===== config.mk =====
export PLATFORM = sky130hd
export DESIGN_NAME = local_window_neuron_mac_sigmoid
export DESIGN_NICKNAME = d
export VERILOG_FILES = /design/src/design/lwn_pkg.sv /design/src/design/lwn_cfg.sv /design/src/design/lwn_mac.sv /design/src/design/lwn_act.sv /design/src/design/lwn_outq.sv /design/src/design/local_window_neuron_mac_sigmoid.sv
export SDC_FILE = /design/constraint.sdc
export NUM_CORES = 1
export LEC_CHECK = 0
export BUFFER_PORTS_ARGS = -buffer_cell sky130_fd_sc_hd__buf_2
export CORE_MARGIN = 2
export CORE_UTILIZATION = 35
export DETAILED_ROUTE_END_ITERATION = 10
export SLEW_MARGIN = 20
export SYNTH_ARGS = -nofsm -noshare
export SYNTH_HDL_FRONTEND = slang
export SYNTH_HIERARCHICAL = 1
export SYNTH_SLANG_ARGS = --single-unit

===== constraint.sdc =====
create_clock -name i_clk -period 6.3 [get_ports i_clk]
set_input_delay 0.63 -clock i_clk [delete_from_list [all_inputs] [get_ports i_clk]]
set_output_delay 0.63 -clock i_clk [all_outputs]
set_load 0.005 [all_outputs]

===== src/design/lwn_pkg.sv =====
// Package for the local window neuron: item and register types, register map,
// defaults, and the constant functions that build the sigmoid table.
// Depends on nothing; every other file of the block uses it.
`timescale 1ns / 1ps

package lwn_pkg;

    // Default sizing, handed to the top level parameters.
    localparam int MAX_TAPS_DEF        = 64;
    localparam int SIGMOID_ENTRIES_DEF = 256;

    // Fixed field widths.
    localparam int ACT_W   = 16;
    localparam int WGT_W   = 16;
    localparam int PROD_W  = 33;
    localparam int ACC_W   = 40;
    localparam int TAPS_W  = 7;
    localparam int NEUR_W  = 16;
    localparam int BIAS_W  = 24;
    localparam int X_W     = 29;
    localparam int FRAC_SH = 12;

    // Register map: one 32-bit word per register.
    localparam int PADDR_W = 4;
    localparam int PDATA_W = 32;
    localparam logic [1:0] REG_TAPS          = 2'd0;
    localparam logic [1:0] REG_LAYER_NEURONS = 2'd1;
    localparam logic [1:0] REG_BIAS_Q16      = 2'd2;

    // Register reset values (bias is 0.1 in Q8.16).
    localparam logic [TAPS_W-1:0] TAPS_RST          = 7'd3;
    localparam logic [NEUR_W-1:0] LAYER_NEURONS_RST = 16'd1024;
    localparam logic [BIAS_W-1:0] BIAS_Q16_RST      = 24'd6554;

    // Output queue sizing.
    localparam int Q_DEPTH = 8;
    localparam int Q_AW    = 3;
    localparam int Q_CW    = 4;

    typedef struct packed {
        logic [ACT_W-1:0] activation_in;
        logic [WGT_W-1:0] weight;
    } t_in_item;

    typedef struct packed {
        logic [ACT_W-1:0] activation_out;
        logic             last_of_layer;
    } t_out_item;

    typedef struct packed {
        logic [TAPS_W-1:0] taps;
        logic [NEUR_W-1:0] layer_neurons;
        logic [BIAS_W-1:0] bias_q16;
    } t_cfg;

    // Occupancy of the pipeline after the coming clock edge.
    typedef struct packed {
        logic s1_next;
        logic s2_next;
        logic s3_next;
    } t_pipe_status;

    // Restoring long division, used only while elaborating the sigmoid table.
    function automatic logic [63:0] udiv64(input logic [63:0] num, input logic [63:0] den);
        logic [64:0] rem;
        logic [63:0] quo;
        rem = '0;
        quo = '0;
        for (int i = 63; i >= 0; i--) begin
            rem = {rem[63:0], num[i]};
            if (rem >= {1'b0, den}) begin
                rem    = rem - {1'b0, den};
                quo[i] = 1'b1;
            end
        end
        return quo;
    endfunction

    // exp(-num/den) in Q.31: a short Taylor series of exp(-t/256),
    // then squared eight times with rounding.
    function automatic logic [63:0] exp_neg_q31(input logic [63:0] num, input logic [63:0] den);
        logic [63:0]        y;
        logic [63:0]        term;
        logic signed [63:0] sum;
        logic [63:0]        v;
        y    = udiv64((num << 23) + (den >> 1), den);
        sum  = 64'sd2147483648;
        term = 64'd2147483648;
        for (int n = 1; n <= 8; n++) begin
            term = udiv64((term * y) >> 31, 64'(n));
            if ((n % 2) == 1) begin
                sum = sum - $signed(term);
            end else begin
                sum = sum + $signed(term);
            end
        end
        v = $unsigned(sum);
        for (int i = 0; i < 8; i++) begin
            v = (v * v + 64'd1073741824) >> 31;
        end
        return v;
    endfunction

    // One sigmoid table entry, taken at the left edge of its bin over [-8,8).
    function automatic logic [15:0] sig_entry(input logic [63:0] k, input logic [63:0] entries);
        logic [63:0] pos;
        logic [63:0] half;
        logic        nonneg;
        logic [63:0] num;
        logic [63:0] e;
        logic [63:0] d;
        logic [63:0] top;
        logic [63:0] r;
        pos    = 64'd16 * k;
        half   = 64'd8 * entries;
        nonneg = (pos >= half);
        num    = nonneg ? (pos - half) : (half - pos);
        e      = exp_neg_q31(num, entries);
        d      = 64'd2147483648 + e;
        top    = nonneg ? (64'd65536 << 31) : (64'd65536 * e);
        r      = udiv64(top + (d >> 1), d);
        if (r > 64'd65535) begin
            r = 64'd65535;
        end
        return r[15:0];
    endfunction

endpackage


===== src/design/lwn_cfg.sv =====
// Configuration registers of the local window neuron behind an APB-style port.
// Depends on lwn_pkg for the register map, reset values and t_cfg.
`timescale 1ns / 1ps

module lwn_cfg (
    input  logic                        i_clk,
    input  logic                        i_rst_n,
    input  logic                        psel,
    input  logic                        penable,
    input  logic                        pwrite,
    input  logic [lwn_pkg::PADDR_W-1:0] paddr,
    input  logic [lwn_pkg::PDATA_W-1:0] pwdata,
    output logic [lwn_pkg::PDATA_W-1:0] prdata,
    output logic                        pready,
    output lwn_pkg::t_cfg               o_cfg
);

    lwn_pkg::t_cfg r_cfg;
    lwn_pkg::t_cfg n_cfg;
    logic          w_wr;
    logic [1:0]    w_reg;

    assign pready = 1'b1;
    assign w_wr   = psel && penable && pwrite;
    assign w_reg  = paddr[3:2];

    // Register write decode; writes beyond the map are dropped.
    always_comb begin
        n_cfg = r_cfg;
        if (w_wr) begin
            case (w_reg)
                lwn_pkg::REG_TAPS:          n_cfg.taps = pwdata[lwn_pkg::TAPS_W-1:0];
                lwn_pkg::REG_LAYER_NEURONS: n_cfg.layer_neurons = pwdata[lwn_pkg::NEUR_W-1:0];
                lwn_pkg::REG_BIAS_Q16:      n_cfg.bias_q16 = pwdata[lwn_pkg::BIAS_W-1:0];
                default:                    n_cfg = r_cfg;
            endcase
        end
    end

    always_ff @(posedge i_clk) begin
        if (!i_rst_n) begin
            r_cfg.taps          <= lwn_pkg::TAPS_RST;
            r_cfg.layer_neurons <= lwn_pkg::LAYER_NEURONS_RST;
            r_cfg.bias_q16      <= lwn_pkg::BIAS_Q16_RST;
        end else begin
            r_cfg <= n_cfg;
        end
    end

    // Read back, zero extended.
    always_comb begin
        case (w_reg)
            lwn_pkg::REG_TAPS:          prdata = lwn_pkg::PDATA_W'(r_cfg.taps);
            lwn_pkg::REG_LAYER_NEURONS: prdata = lwn_pkg::PDATA_W'(r_cfg.layer_neurons);
            lwn_pkg::REG_BIAS_Q16:      prdata = lwn_pkg::PDATA_W'(r_cfg.bias_q16);
            default:                    prdata = '0;
        endcase
    end

    assign o_cfg = r_cfg;

endmodule


===== src/design/lwn_mac.sv =====
// Front of the neuron pipeline: tap and neuron counters, the product register
// and the 40-bit accumulator. Depends on lwn_pkg.
`timescale 1ns / 1ps

module lwn_mac #(
    parameter int MAX_TAPS = lwn_pkg::MAX_TAPS_DEF
) (
    input  logic                       i_clk,
    input  logic                       i_rst_n,
    input  logic                       i_accept,
    input  lwn_pkg::t_in_item          i_item,
    input  lwn_pkg::t_cfg              i_cfg,
    output logic                       o_fin_valid,
    output logic [lwn_pkg::ACC_W-1:0]  o_fin_sum,
    output logic                       o_fin_last,
    output lwn_pkg::t_pipe_status      o_status
);

    localparam int CNT_W = (MAX_TAPS > 1) ? $clog2(MAX_TAPS) : 1;
    localparam int ETW   = $clog2(MAX_TAPS + 1);
    localparam int CMP_W = ((ETW > lwn_pkg::TAPS_W) ? ETW : lwn_pkg::TAPS_W) + 1;

    logic [CNT_W-1:0]                r_tap_count;
    logic [lwn_pkg::NEUR_W-1:0]      r_neuron_count;
    logic                            r_s1_valid;
    logic                            r_s1_end;
    logic                            r_s1_last;
    logic signed [lwn_pkg::PROD_W-1:0] r_s1_prod;
    logic [lwn_pkg::ACC_W-1:0]       r_acc;
    logic                            r_s2_valid;
    logic [lwn_pkg::ACC_W-1:0]       r_s2_sum;
    logic                            r_s2_last;

    logic [CMP_W-1:0]                w_taps;
    logic [CMP_W-1:0]                w_eff_taps;
    logic [CMP_W-1:0]                w_next_tap;
    logic                            w_end;
    logic [lwn_pkg::NEUR_W-1:0]      w_eff_neurons;
    logic [lwn_pkg::NEUR_W:0]        w_next_neuron;
    logic                            w_last;
    logic signed [lwn_pkg::PROD_W-1:0] w_prod;
    logic [lwn_pkg::ACC_W-1:0]       w_sum;

    // Effective tap count: zero counts as one, large values clip to MAX_TAPS.
    assign w_taps = CMP_W'(i_cfg.taps);
    always_comb begin
        if (w_taps == '0) begin
            w_eff_taps = CMP_W'(1);
        end else if (w_taps > CMP_W'(MAX_TAPS)) begin
            w_eff_taps = CMP_W'(MAX_TAPS);
        end else begin
            w_eff_taps = w_taps;
        end
    end
    assign w_next_tap = CMP_W'(r_tap_count) + CMP_W'(1);
    assign w_end      = (w_next_tap >= w_eff_taps);

    // Last output of the layer; a zero neuron count flags every output.
    assign w_eff_neurons = (i_cfg.layer_neurons == '0) ? lwn_pkg::NEUR_W'(1)
                                                       : i_cfg.layer_neurons;
    assign w_next_neuron = {1'b0, r_neuron_count} + (lwn_pkg::NEUR_W + 1)'(1);
    assign w_last        = (w_next_neuron >= {1'b0, w_eff_neurons});

    // Unsigned Q0.16 activation times signed Q4.12 weight.
    assign w_prod = $signed({1'b0, i_item.activation_in}) * $signed(i_item.weight);

    // Counters advance on each accepted item.
    always_ff @(posedge i_clk) begin
        if (!i_rst_n) begin
            r_tap_count    <= '0;
            r_neuron_count <= '0;
        end else if (i_accept) begin
            if (w_end) begin
                r_tap_count <= '0;
                if (w_last) begin
                    r_neuron_count <= '0;
                end else begin
                    r_neuron_count <= w_next_neuron[lwn_pkg::NEUR_W-1:0];
                end
            end else begin
                r_tap_count <= w_next_tap[CNT_W-1:0];
            end
        end
    end

    // Product stage.
    always_ff @(posedge i_clk) begin
        if (!i_rst_n) begin
            r_s1_valid <= 1'b0;
        end else begin
            r_s1_valid <= i_accept;
        end
    end

    always_ff @(posedge i_clk) begin
        if (i_accept) begin
            r_s1_prod <= w_prod;
            r_s1_end  <= w_end;
            r_s1_last <= w_end && w_last;
        end
    end

    // Accumulate stage; the sum wraps at 40 bits and clears after the last tap.
    assign w_sum = r_acc + {{(lwn_pkg::ACC_W - lwn_pkg::PROD_W){r_s1_prod[lwn_pkg::PROD_W-1]}},
                            r_s1_prod};

    always_ff @(posedge i_clk) begin
        if (!i_rst_n) begin
            r_acc      <= '0;
            r_s2_valid <= 1'b0;
        end else begin
            r_s2_valid <= r_s1_valid && r_s1_end;
            if (r_s1_valid) begin
                r_acc <= r_s1_end ? '0 : w_sum;
            end
        end
    end

    always_ff @(posedge i_clk) begin
        if (r_s1_valid && r_s1_end) begin
            r_s2_sum  <= w_sum;
            r_s2_last <= r_s1_last;
        end
    end

    assign o_fin_valid = r_s2_valid;
    assign o_fin_sum   = r_s2_sum;
    assign o_fin_last  = r_s2_last;

    assign o_status.s1_next = i_accept;
    assign o_status.s2_next = r_s1_valid && r_s1_end;
    assign o_status.s3_next = r_s2_valid;

endmodule


===== src/design/lwn_act.sv =====
// Activation stage: Q.16 scaling, bias add, sigmoid table index and lookup.
// Depends on lwn_pkg for widths, t_out_item and the table entry function.
`timescale 1ns / 1ps

module lwn_act #(
    parameter int SIGMOID_ENTRIES = lwn_pkg::SIGMOID_ENTRIES_DEF
) (
    input  logic                       i_clk,
    input  logic                       i_rst_n,
    input  logic                       i_valid,
    input  logic [lwn_pkg::ACC_W-1:0]  i_sum,
    input  logic                       i_last,
    input  logic [lwn_pkg::BIAS_W-1:0] i_bias,
    output logic                       o_valid,
    output lwn_pkg::t_out_item         o_item
);

    localparam int IW = $clog2(SIGMOID_ENTRIES);
    localparam int SW = IW + 21;
    localparam logic signed [lwn_pkg::X_W-1:0] X_LO = -29'sd524288;
    localparam logic signed [lwn_pkg::X_W-1:0] X_HI = 29'sd524288;

    logic [15:0]                       w_rom [SIGMOID_ENTRIES];
    logic signed [lwn_pkg::X_W-1:0]    w_x;
    logic [lwn_pkg::X_W-1:0]           w_xo;
    logic [SW-1:0]                     w_scaled;
    logic [IW-1:0]                     w_idx;
    logic                              r_s3_valid;
    logic [IW-1:0]                     r_idx;
    logic                              r_last;

    // Sigmoid table, built at elaboration.
    for (genvar k = 0; k < SIGMOID_ENTRIES; k++) begin : g_rom
        localparam logic [15:0] ENTRY = lwn_pkg::sig_entry(64'(k), 64'(SIGMOID_ENTRIES));
        assign w_rom[k] = ENTRY;
    end

    // Floor shift by 12 to Q.16, then the signed Q8.16 bias.
    assign w_x = $signed({i_sum[lwn_pkg::ACC_W-1], i_sum[lwn_pkg::ACC_W-1:lwn_pkg::FRAC_SH]})
               + $signed({{(lwn_pkg::X_W - lwn_pkg::BIAS_W){i_bias[lwn_pkg::BIAS_W-1]}},
                          i_bias});

    // Bin index over [-8,8), saturated at both ends.
    assign w_xo     = $unsigned(w_x - X_LO);
    assign w_scaled = SW'(w_xo[19:0]) * SW'(SIGMOID_ENTRIES);
    always_comb begin
        if (w_x < X_LO) begin
            w_idx = '0;
        end else if (w_x >= X_HI) begin
            w_idx = IW'(SIGMOID_ENTRIES - 1);
        end else begin
            w_idx = w_scaled[20 +: IW];
        end
    end

    always_ff @(posedge i_clk) begin
        if (!i_rst_n) begin
            r_s3_valid <= 1'b0;
        end else begin
            r_s3_valid <= i_valid;
        end
    end

    always_ff @(posedge i_clk) begin
        if (i_valid) begin
            r_idx  <= w_idx;
            r_last <= i_last;
        end
    end

    // Table read feeds the output queue directly.
    assign o_valid               = r_s3_valid;
    assign o_item.activation_out = w_rom[r_idx];
    assign o_item.last_of_layer  = r_last;

endmodule


===== src/design/lwn_outq.sv =====
// Output queue of the neuron: holds finished items and throttles the input
// so that every item in the pipeline has a free slot. Depends on lwn_pkg.
`timescale 1ns / 1ps

module lwn_outq (
    input  logic                  i_clk,
    input  logic                  i_rst_n,
    input  logic                  i_push,
    input  lwn_pkg::t_out_item    i_item,
    input  lwn_pkg::t_pipe_status i_status,
    input  logic                  i_stall,
    output logic                  o_valid,
    output lwn_pkg::t_out_item    o_item,
    output logic                  o_in_stall
);

    lwn_pkg::t_out_item        r_q [lwn_pkg::Q_DEPTH];
    logic [lwn_pkg::Q_AW-1:0]  r_wr_ptr;
    logic [lwn_pkg::Q_AW-1:0]  r_rd_ptr;
    logic [lwn_pkg::Q_CW-1:0]  r_count;
    logic [lwn_pkg::Q_CW-1:0]  n_count;
    logic [lwn_pkg::Q_CW-1:0]  n_pending;
    logic                      r_stall;
    logic                      w_pop;

    assign w_pop   = (r_count != '0) && !i_stall;
    assign n_count = r_count + lwn_pkg::Q_CW'(i_push) - lwn_pkg::Q_CW'(w_pop);

    // Items queued plus items still in the pipeline after this edge.
    assign n_pending = n_count + lwn_pkg::Q_CW'(i_status.s1_next)
                     + lwn_pkg::Q_CW'(i_status.s2_next)
                     + lwn_pkg::Q_CW'(i_status.s3_next);

    always_ff @(posedge i_clk) begin
        if (!i_rst_n) begin
            r_wr_ptr <= '0;
            r_rd_ptr <= '0;
            r_count  <= '0;
            r_stall  <= 1'b0;
        end else begin
            r_count <= n_count;
            r_stall <= (n_pending >= lwn_pkg::Q_CW'(lwn_pkg::Q_DEPTH));
            if (i_push) begin
                r_wr_ptr <= r_wr_ptr + lwn_pkg::Q_AW'(1);
            end
            if (w_pop) begin
                r_rd_ptr <= r_rd_ptr + lwn_pkg::Q_AW'(1);
            end
        end
    end

    // Queue storage.
    always_ff @(posedge i_clk) begin
        if (i_push) begin
            r_q[r_wr_ptr] <= i_item;
        end
    end

    assign o_valid    = (r_count != '0);
    assign o_item     = r_q[r_rd_ptr];
    assign o_in_stall = r_stall;

endmodule


===== src/design/local_window_neuron_mac_sigmoid.sv =====
// Streaming neuron of a locally connected layer: one activation/weight pair
// is taken per clock while o_in_stall is low. Each pair is multiplied (unsigned
// Q0.16 by signed Q4.12) and summed in a 40-bit accumulator; after the
// configured number of taps the sum is floored to Q.16, the Q8.16 bias is
// added and a rounded sigmoid table over [-8,8) gives one Q0.16 activation,
// flagged on the layer's last neuron. The pipeline has three register stages
// (product, sum, table index) between an accepted pair and the output queue.
// The 8-entry output queue absorbs downstream stalls; the input stalls only
// when the queue together with the items in flight could fill it. Write the
// configuration registers (taps at 0x0, layer_neurons at 0x4, bias_q16 at 0x8)
// only while no neuron is in progress and all results have been taken.
// Depends on lwn_pkg, lwn_cfg, lwn_mac, lwn_act and lwn_outq.
`timescale 1ns / 1ps

module local_window_neuron_mac_sigmoid #(
    parameter int MAX_TAPS        = lwn_pkg::MAX_TAPS_DEF,
    parameter int SIGMOID_ENTRIES = lwn_pkg::SIGMOID_ENTRIES_DEF
) (
    input  logic                        i_clk,
    input  logic                        i_rst_n,
    input  logic                        i_in_valid,
    output logic                        o_in_stall,
    input  lwn_pkg::t_in_item           i_in_data,
    output logic                        o_out_valid,
    input  logic                        i_out_stall,
    output lwn_pkg::t_out_item          o_out_data,
    input  logic                        psel,
    input  logic                        penable,
    input  logic                        pwrite,
    input  logic [lwn_pkg::PADDR_W-1:0] paddr,
    input  logic [lwn_pkg::PDATA_W-1:0] pwdata,
    output logic [lwn_pkg::PDATA_W-1:0] prdata,
    output logic                        pready
);

    lwn_pkg::t_cfg             w_cfg;
    lwn_pkg::t_pipe_status     w_status;
    lwn_pkg::t_out_item        w_act_item;
    logic                      w_accept;
    logic                      w_fin_valid;
    logic [lwn_pkg::ACC_W-1:0] w_fin_sum;
    logic                      w_fin_last;
    logic                      w_act_valid;

    // An item enters whenever it is offered and the queue has room for it.
    assign w_accept = i_in_valid && !o_in_stall;

    lwn_cfg u_cfg (
        .i_clk   (i_clk),
        .i_rst_n (i_rst_n),
        .psel    (psel),
        .penable (penable),
        .pwrite  (pwrite),
        .paddr   (paddr),
        .pwdata  (pwdata),
        .prdata  (prdata),
        .pready  (pready),
        .o_cfg   (w_cfg)
    );

    lwn_mac #(
        .MAX_TAPS (MAX_TAPS)
    ) u_mac (
        .i_clk       (i_clk),
        .i_rst_n     (i_rst_n),
        .i_accept    (w_accept),
        .i_item      (i_in_data),
        .i_cfg       (w_cfg),
        .o_fin_valid (w_fin_valid),
        .o_fin_sum   (w_fin_sum),
        .o_fin_last  (w_fin_last),
        .o_status    (w_status)
    );

    lwn_act #(
        .SIGMOID_ENTRIES (SIGMOID_ENTRIES)
    ) u_act (
        .i_clk   (i_clk),
        .i_rst_n (i_rst_n),
        .i_valid (w_fin_valid),
        .i_sum   (w_fin_sum),
        .i_last  (w_fin_last),
        .i_bias  (w_cfg.bias_q16),
        .o_valid (w_act_valid),
        .o_item  (w_act_item)
    );

    lwn_outq u_outq (
        .i_clk      (i_clk),
        .i_rst_n    (i_rst_n),
        .i_push     (w_act_valid),
        .i_item     (w_act_item),
        .i_status   (w_status),
        .i_stall    (i_out_stall),
        .o_valid    (o_out_valid),
        .o_item     (o_out_data),
        .o_in_stall (o_in_stall)
    );

endmodule


# Word-level counts from Yosys, hierarchy flattened
# Memory sizes are Yosys's and may differ from the RTL's. A register that Yosys moved wholly into a read port is not among the register bits.
# Index checks and enable logic that the tools add are counted.
op_classes:
  addsub: 12
  mul: 1
  magnitude_cmp: 7
  n_eq_ne: 2
  mux: 14
  n_bitwise: 1
  n_reduce_logical: 16
op_table:
  columns: ["cell", "count"]
  rows:
  - ["24-bit case mux with 3 select lines", 1]
  - ["16-bit 2-to-1 mux", 4]
  - ["40-bit adder", 1]
  - ["40-bit 2-to-1 mux", 1]
  - ["17-bit by 16-bit multiplier with 33-bit output", 1]
  - ["28-bit by 24-bit adder with 29-bit output", 1]
  - ["29-bit by 21-bit >= comparator with 1-bit output (second input constant)", 1]
  - ["29-bit by 20-bit < comparator with 1-bit output (second input constant)", 1]
  - ["20-bit subtractor (second input constant)", 1]
  - ["16-bit by 1-bit adder with 17-bit output (second input constant)", 1]
  - ["17-bit by 16-bit >= comparator with 1-bit output", 1]
  - ["4-bit by 1-bit adder with 4-bit output", 4]
  - ["16-bit zero test", 1]
  - ["8-bit 2-to-1 mux", 2]
  - ["9-bit >= comparator (second input constant)", 1]
  - ["8-bit inverter with 9-bit output", 1]
  - ["8-bit >= comparator", 1]
  - ["8-bit zero test", 1]
  - ["2-bit AND reduction", 4]
  - ["6-bit by 1-bit adder with 7-bit output (second input constant)", 1]
  - ["7-bit greater-than comparator (second input constant)", 1]
  - ["7-bit 2-to-1 mux", 1]
  - ["3-bit by 1-bit adder with 3-bit output (second input constant)", 2]
  - ["1-bit logical AND", 6]
  - ["10 further kinds", 13]
totals:
  ff_bits: 208
  ramBits: 136
  romBits: 4096
  input_bits: 75
  out_inout_bits: 52
  n_memories: 2
memory_table:
  columns: ["memory", "words", "width", "read_ports", "rd_ports_with_merged_regs", "write_ports", "line", "text"]
  rows:
  - ["(no name shown)", 256, 16, 1, 0, 0, "lwn_act.sv:73", "assign o_item.activation_out = w_rom[r_idx];"]
  - ["u_outq.r_q", 8, 17, 1, 1, 1, "lwn_outq.sv:17", "lwn_pkg::t_out_item r_q [lwn_pkg::Q_DEPTH];"]

# Logic depth before layout (Yosys ltp)
# Gate-level depths: netlist (run 1).
depth:
  ltp_word: 7
  mapped_depth: 24
  mapped_depth_nobuf: 23

# Cells and area by module
# Netlist (run 1), hierarchy kept.
modules_own_cells:
  columns: ["mod", "n_inst", "cells_each", "area_per_inst_um2", "seq_area_each_um2"]
  rows:
  - ["lwn_mac", 1, 1793, 16668.5, 3563.4]
  - ["lwn_outq", 1, 275, 5929.4, 4364.2]
  - ["lwn_act", 1, 906, 5693.0, 290.3]
  - ["lwn_cfg", 1, 251, 2293.4, 940.9]
  - ["local_window_neuron_mac_sigmoid", 1, 1, 13.8, 0.0]

# Worst setup path after synthesis (run 1)
# OpenSTA, ideal clock, no wires.
synth_timing:
  path_kind: "input-to-reg"
  start: "in i_in_data[14] (netlist bit)"
  end: "reg u_mac/r_s1_prod[32] (netlist bit), data pin"
  t_arrival_ns: 6.177
  t_required_ns: 6.040
  path_slack_ns: -0.137
  path_stages: 21
  path_buffers: 1
  cell_sequence: "clkbuf_1 > nand2_1 > fa_1 > fa_1 > inv_1 > fa_1 > fa_1 > fa_1 > inv_1 > fa_1 > inv_1 > ha_1 > a21o_1 > a21o_2 > a2111oi_4 > o31ai_2 > a211o_1 > nand2_1 > or3_1 > a31oi_1 > xnor2_1"
synth_between:
  elab_chain_cells: 1
synth_rtl:
  columns: ["item", "line", "text"]
  rows:
  - ["start, declared", "local_window_neuron_mac_sigmoid.sv:23", "input lwn_pkg::t_in_item i_in_data,"]
  - ["17-bit by 16-bit multiplier with 33-bit output", "lwn_mac.sv:65", "assign w_prod = $signed({1'b0, i_item.activation_in}) * $signed(i_item.weight);"]
  - ["via u_mac.w_prod (one bit)", "lwn_mac.sv:41", "logic signed [lwn_pkg::PROD_W-1:0] w_prod;"]
  - ["end signal, assigned", "lwn_mac.sv:97", "r_s1_prod <= w_prod;"]
  - ["end, declared", "lwn_mac.sv:28", "logic signed [lwn_pkg::PROD_W-1:0] r_s1_prod;"]
# The timed path passes the listed nets, and every way through them passes these cells.
# A chain may end at the register's enable or synchronous reset.

# Final worst setup path (run 1)
layout_timing:
  start: "in i_in_data[4] (netlist bit)"
  end: "reg u_mac/r_s1_prod[31] (netlist bit), data pin"
# Same word-level chain as after synthesis.

==> results of run 1 <==
flip-flops by register name, summed over array words and instances, names as in the netlist, 4 cells and up, named ones only:
register              flops
u_outq/r_count            4
u_act/r_idx               8
u_mac/r_tap_count         6
u_mac/r_s1_prod          33
u_outq/r_q              136
u_cfg/o_cfg              47
u_mac/o_fin_sum          28
u_mac/r_acc              40
u_mac/r_neuron_count     16
power by group through the flow:
stage	Sequential [mW]	Combinational (mW)	Clock, mW
after CTS	3.03	8.49	2.30
after detailed placement	3.07	8.44	0
final	3.02	8.33	2.24
after floorplan	3.00	5.90	0
after global routing	3.04	9.49	2.38
after global placement	3.07	8.35	0
final timing paths:
path | startpoint | to | slack (ps)
hold reg to reg | u_mac/o_fin_last | u_act/r_last | 440
hold / removal | pwdata[21] | u_cfg/o_cfg[21] | 320
setup reg to reg | u_mac/r_neuron_count[0] | u_mac/r_neuron_count[5] | 1770
setup / recovery | i_in_data[4] | u_mac/r_s1_prod[31] | 330
final cells by class:
cell class / instances / area (sq um) / area share (%)
Tap cell: 1144 / 1430 / 4.26
Inverter: 305 / 1140 / 3.41
Sequential cell: 335 / 8800 / 26.2
Clock buffer: 48 / 1050 / 3.12
Multi-Input combinational cell: 2380 / 19400 / 57.7
Clock inverter: 20 / 218 / 0.649
Timing Repair Buffer: 238 / 1560 / 4.64
metrics by stage:
step | cell area, sq um | power, mW | util [%] | setup WS, ps | instances
floorplan | 30300 | 8.90 | - | 18.1 | 3221
detailed placement | 32300 | 11.5 | 37.8 | -261 | 4402
global route | 33600 | 14.9 | 39.3 | 86.4 | 4470
global placement | 32300 | 11.4 | 37.8 | -218 | 4402
CTS | 33600 | 13.8 | 39.3 | 314 | 4470
finish | 33600 | 13.6 | 39.3 | 326 | 4470
layer usage:
metal | vias to the layer above | wire length [um] | GRT usage, %
li1 | 11400 | - | -
met5 | - | 0 | 0
met3 | 161 | 4320 | 2.38
met4 | 0 | 2240 | 5.12
met1 | 11500 | 34800 | 23.8
met2 | 664 | 39300 | 31.3
critical path, stage by stage:
cell	delay, ps
buf_2	170
and2_1	190
fa_1	540
inv_1	50
fa_1	470
fa_1	520
fa_1	540
inv_1	40
fa_1	470
inv_1	50
fa_1	470
inv_1	40
ha_1	300
and3_1	210
a221o_1	350
a21oi_1	160
buf_4	150
a21boi_1	120
o21ai_2	220
a21oi_1	100
or4_1	500
nand3_1	80
==> run_results.csv, run 1 <==
group,metric,value,unit
run_status,status,"finished, final reports clean",
drt,avgRoutedWirePerCell,18.0,um
drt,drc,0,
drt,route.vias.total,23700,
clock_tree,cts_root_buffer,"clkbuf_16",
layout,layout_common_cells,"nand2_1 (351), inv_1 (302), ha_1 (238), a21oi_1 (211), edfxtp_1 (209)",
logic_synthesis,synthesis.area,30200,sq um
timing,clock_skew,26.7,ps
timing,relSlewSlack,28.9,%
clock_tree,cts_tree,"done",
worst_setup_path,r2r_cells,15,
pwr,ir_drop,833,uV
clock_tree,numCtsBuffers,38,
worst_setup_path,worstSetupEndpointType,"register",
clock_tree,cts_max_level,2,
timing,max_freq,0.167,GHz
timing,maxSlewViolCount,0,
clock_tree,clk_pin_slew,60,ps
clock_tree,clock_sinks,335,
global_route,gr-total-overflow,0,
global_route,first_global_vias,24000,
logic_synthesis,synth_area_per_cell,9.41,sq um
global_route,grt_start_max_net_pins,166,
worst_setup_path,start_kind,"input port",
worst_setup_path,cp.required,6720,ps
timing,rsz0062_at_grt,"false",
floorplanning,core_area,85400,sq um
clock_tree,cts_buffer_depth,3,
clock_tree,cts_setup_buffers,0,
logic_synthesis,syn_inst,3214,
layout,synthToLayoutAreaGrowth,11.0,%
worst_setup_path,critPathMaxFanout,10,
drt,drt_wl_total,80.6,mm
pwr,clockPowerShare,16.5,%
job,cap_viol_max_count,0,
logic_synthesis,ys_warn_count,6,
global_route,antenna_found_initial,0,
pwr,intPower,8.22,mW
placed_design,port_buffers,107,
pwr,seqPwrFrac,22.2,%
timing,setup-violations-final,0,
layout,drive_above_1_share,11.8,%
floorplanning,die_w,298,um
timing,min_period,5970,ps
worst_hold_path,hold_depth,3,
layout,layout_commonest_cell,"nand2_1",
timing,post-route-period-util,94.8,%
worst_setup_path,critPathKind,"input port to register",
pwr,power_density,405,nW/um^2
timing,worst_pin_slew,1060,ps
pwr,combPwrFrac,61.3,%
floorplanning,die_height,298,um
timing,hold_violations,0,
global_route,grt.total_usage,18.2,%
timing,fin_tns_setup,0,ps
worst_setup_path,arrival,6390,ps
pwr,p_sw,5.37,mW
drt,drt_iter0_drc,2164,
layout,fillers,8651,
clock_tree,cts-resized-gates,0,
drt,ant_nets,0,
floorplanning,start_util,35.4,%
drt,avgViaCountPerCell,5.31,
layout,diodes,0,
timing,whs,322,ps
layout,nNetsFinal,3810,
pwr,switching_share,39.5,%
placed_design,place_congestion,0.986,
placed_design,hpwl,59.6,mm
worst_hold_path,hp-class,"input port to register",
global_route,grt_pass1_wl,131,mm
floorplanning,rows,107,
clock_tree,clock_latency,560,ps
floorplanning,pin_count,127,
floorplanning,die_area,88800,sq um
pwr,p_leak,14.3,nW
drt,dr.pass1.iters,6,
clock_tree,holdBufCountCts,0,
Note: power is estimated with default switching activity, not from simulation.
==> run 2: changes to the inputs <==
--- a/config.mk
+++ b/config.mk
@@ -6,9 +6,12 @@
 export NUM_CORES = 1
 export LEC_CHECK = 0
 export BUFFER_PORTS_ARGS = -buffer_cell sky130_fd_sc_hd__buf_2
+export CELL_PAD_IN_SITES_DETAIL_PLACEMENT = 0
+export CELL_PAD_IN_SITES_GLOBAL_PLACEMENT = 1
 export CORE_MARGIN = 2
 export CORE_UTILIZATION = 35
 export DETAILED_ROUTE_END_ITERATION = 10
+export PLACE_DENSITY_LB_ADDON = 0.1
 export SLEW_MARGIN = 20
 export SYNTH_ARGS = -nofsm -noshare
 export SYNTH_HDL_FRONTEND = slang
==> run 2 against run 1 <==
- sequential share of layout area about the same
- die area unchanged
- clock power down 3%
- sequential power up 2%
- critical path depth down 1
- clock skew down 9.1 ps
- maximum frequency down 0.95%
- via count up 0.86%
- sequential cell count unchanged
- total power about the same
- critical endpoint unchanged
- highest routed layer unchanged
==> run_results.csv, run 2 (synthesis gave the netlist of run 1 again) <==
group,metric,value,unit
timing,max_freq,0.166,GHz
drt,drt_wl_total,88.6,mm
global_route,first_global_vias,24800,
layout,top_register,"u_outq/r_q",
worst_setup_path,start_kind,"input port",
clock_tree,cts_buffer_depth,3,
drt,avgRoutedWirePerCell,19.8,um
placed_design,place_congestion,0.919,
clock_tree,clk_pin_slew,60,ps
floorplanning,die_area,88800,sq um
drt,drc,0,
floorplanning,die_height,298,um
layout,fin_util,39.4,%
placed_design,postPlaceCellArea,32400,sq um
layout,synthToLayoutAreaGrowth,11.2,%
worst_setup_path,path_cells,"buf_2 > and2_1 > fa_1 > inv_1 > fa_1 > fa_1 > inv_1 > fa_1 > fa_1 > inv_1 > fa_1 > inv_1 > ha_4 > a21o_1 > a21o_2 > a2111oi_4 > o31ai_4 > o21ai_2 > a21oi_1 > or4_1 > nand3_1",
worst_setup_path,crit_top_cell,"fa_1",
pwr,ir_drop,604,uV
drt,avgViaCountPerCell,5.34,
layout,nNetsFinal,3822,
worst_setup_path,critPathKind,"input port to register",
clock_tree,cts_tree,"done",
placed_design,hpwl,65.5,mm
worst_setup_path,cp_num_buf_inv,5,
worst_setup_path,worstSetupEndpointType,"register",
pwr,p_leak,14.3,nW
timing,worst_pin_slew,1080,ps
job,cap_viol_max_count,0,
timing,setup-violations-final,0,
run_status,status,"finished, final reports clean",
worst_setup_path,critPathMaxFanout,8,
worst_setup_path,slowest_stage,"fa_1",
worst_setup_path,cp.required,6710,ps
layout,layout_commonest_cell,"nand2_1",
drt,ant_nets,0,
clock_tree,clock_sinks,335,
floorplanning,rows,107,
drt,drt_iter0_drc,1676,
timing,maxSlewViolCount,0,
global_route,grt_pass1_wl,141,mm
placed_design,port_buffers,107,
timing,hold_violations,0,
clock_tree,cts_setup_buffers,0,
drt,route.vias.total,23900,
worst_setup_path,cp_top_family,"adder cells",
layout,largest_register_ffs,136,
clock_tree,cts_root_buffer,"clkbuf_16",
timing,min_period,6030,ps
worst_hold_path,hp-class,"input port to register",
timing,clock_skew,17.6,ps
drt,dr.pass1.iters,5,
clock_tree,cts_max_level,2,
worst_setup_path,max_stage_delay,550,ps
pwr,power_density,404,nW/um^2
layout,fin_area,33600,sq um
floorplanning,pin_count,127,
timing,fin_ws,268,ps
layout,layout_common_cells,"nand2_1 (350), inv_1 (302), ha_1 (238), a21oi_1 (211), edfxtp_1 (209)",
floorplanning,start_util,35.4,%
timing,post-route-period-util,95.7,%
floorplanning,die_w,298,um
global_route,grt_start_max_net_pins,165,
clock_tree,numCtsBuffers,37,
clock_tree,holdBufCountCts,0,
global_route,gr-total-overflow,0,
timing,rsz0062_at_grt,"false",
clock_tree,cts-resized-gates,0,
floorplanning,core_area,85400,sq um
clock_tree,clock_latency,550,ps
worst_setup_path,arrival,6440,ps
timing,relSlewSlack,27.2,%
placed_design,place_ws,-375,ps
global_route,antenna_found_initial,0,
layout,drive_above_1_share,11.9,%
timing,fin_tns_setup,0,ps
global_route,grt.total_usage,19.8,%
## run 2: power breakdown
part	internal [mW]	switching [mW]
logic	3.96	4.39
clock network	1.25	0.916
registers	2.90	0.177
## run 2: per-stage QoR
stage	total power [mW]	instances	hold WS (ps)
2_1_floorplan	8.90	3221	400
3_3_place_gp	11.6	4415	469
3_5_place_dp	11.6	4415	483
4_1_cts	13.9	4483	286
5_1_grt	15.0	4483	297
6_report	13.6	4484	326
## run 2: worst min-delay path: stages
cell	delay (ps)
buf_2	100
nand2_1	50
mux2i_1	60
## run 2: final cells by class
| type | count | area, sq um |
|---|---|---|
| Sequential cell | 335 | 8800 |
| Antenna cell | 1 | 2.50 |
| Timing Repair Buffer | 251 | 1660 |
| Multi-Input combinational cell | 2380 | 19400 |
| Fill cell | 8606 | 51800 |
| Tap cell | 1144 | 1430 |
| Inverter | 305 | 1140 |
| Clock buffer | 51 | 1040 |
| Clock inverter | 17 | 171 |
## run 2: worst paths after layout
| path | to | slack, ps | startpoint | depth (start not counted) |
|---|---|---|---|---|
| worst max-delay path | u_mac/r_s1_prod[31] | 270 | i_in_data[25] | 21 |
| worst max register to register | u_mac/r_neuron_count[3] | 1640 | u_mac/r_neuron_count[0] | 15 |
| worst min-delay path | u_cfg/o_cfg[18] | 330 | pwdata[18] | 3 |
| worst min register to register | u_cfg/o_cfg[19] | 480 | u_cfg/o_cfg[19] | 2 |
## run 2: routing by layer
| metal | vias to the layer above | track usage [%] | wire length, um |
|---|---|---|---|
| met5 | - | 0 | 0 |
| met4 | 0 | 5.53 | 2400 |
| met3 | 134 | 2.30 | 3580 |
| met2 | 544 | 34.8 | 43700 |
| met1 | 11900 | 25.7 | 38900 |
| li1 | 11400 | - | - |
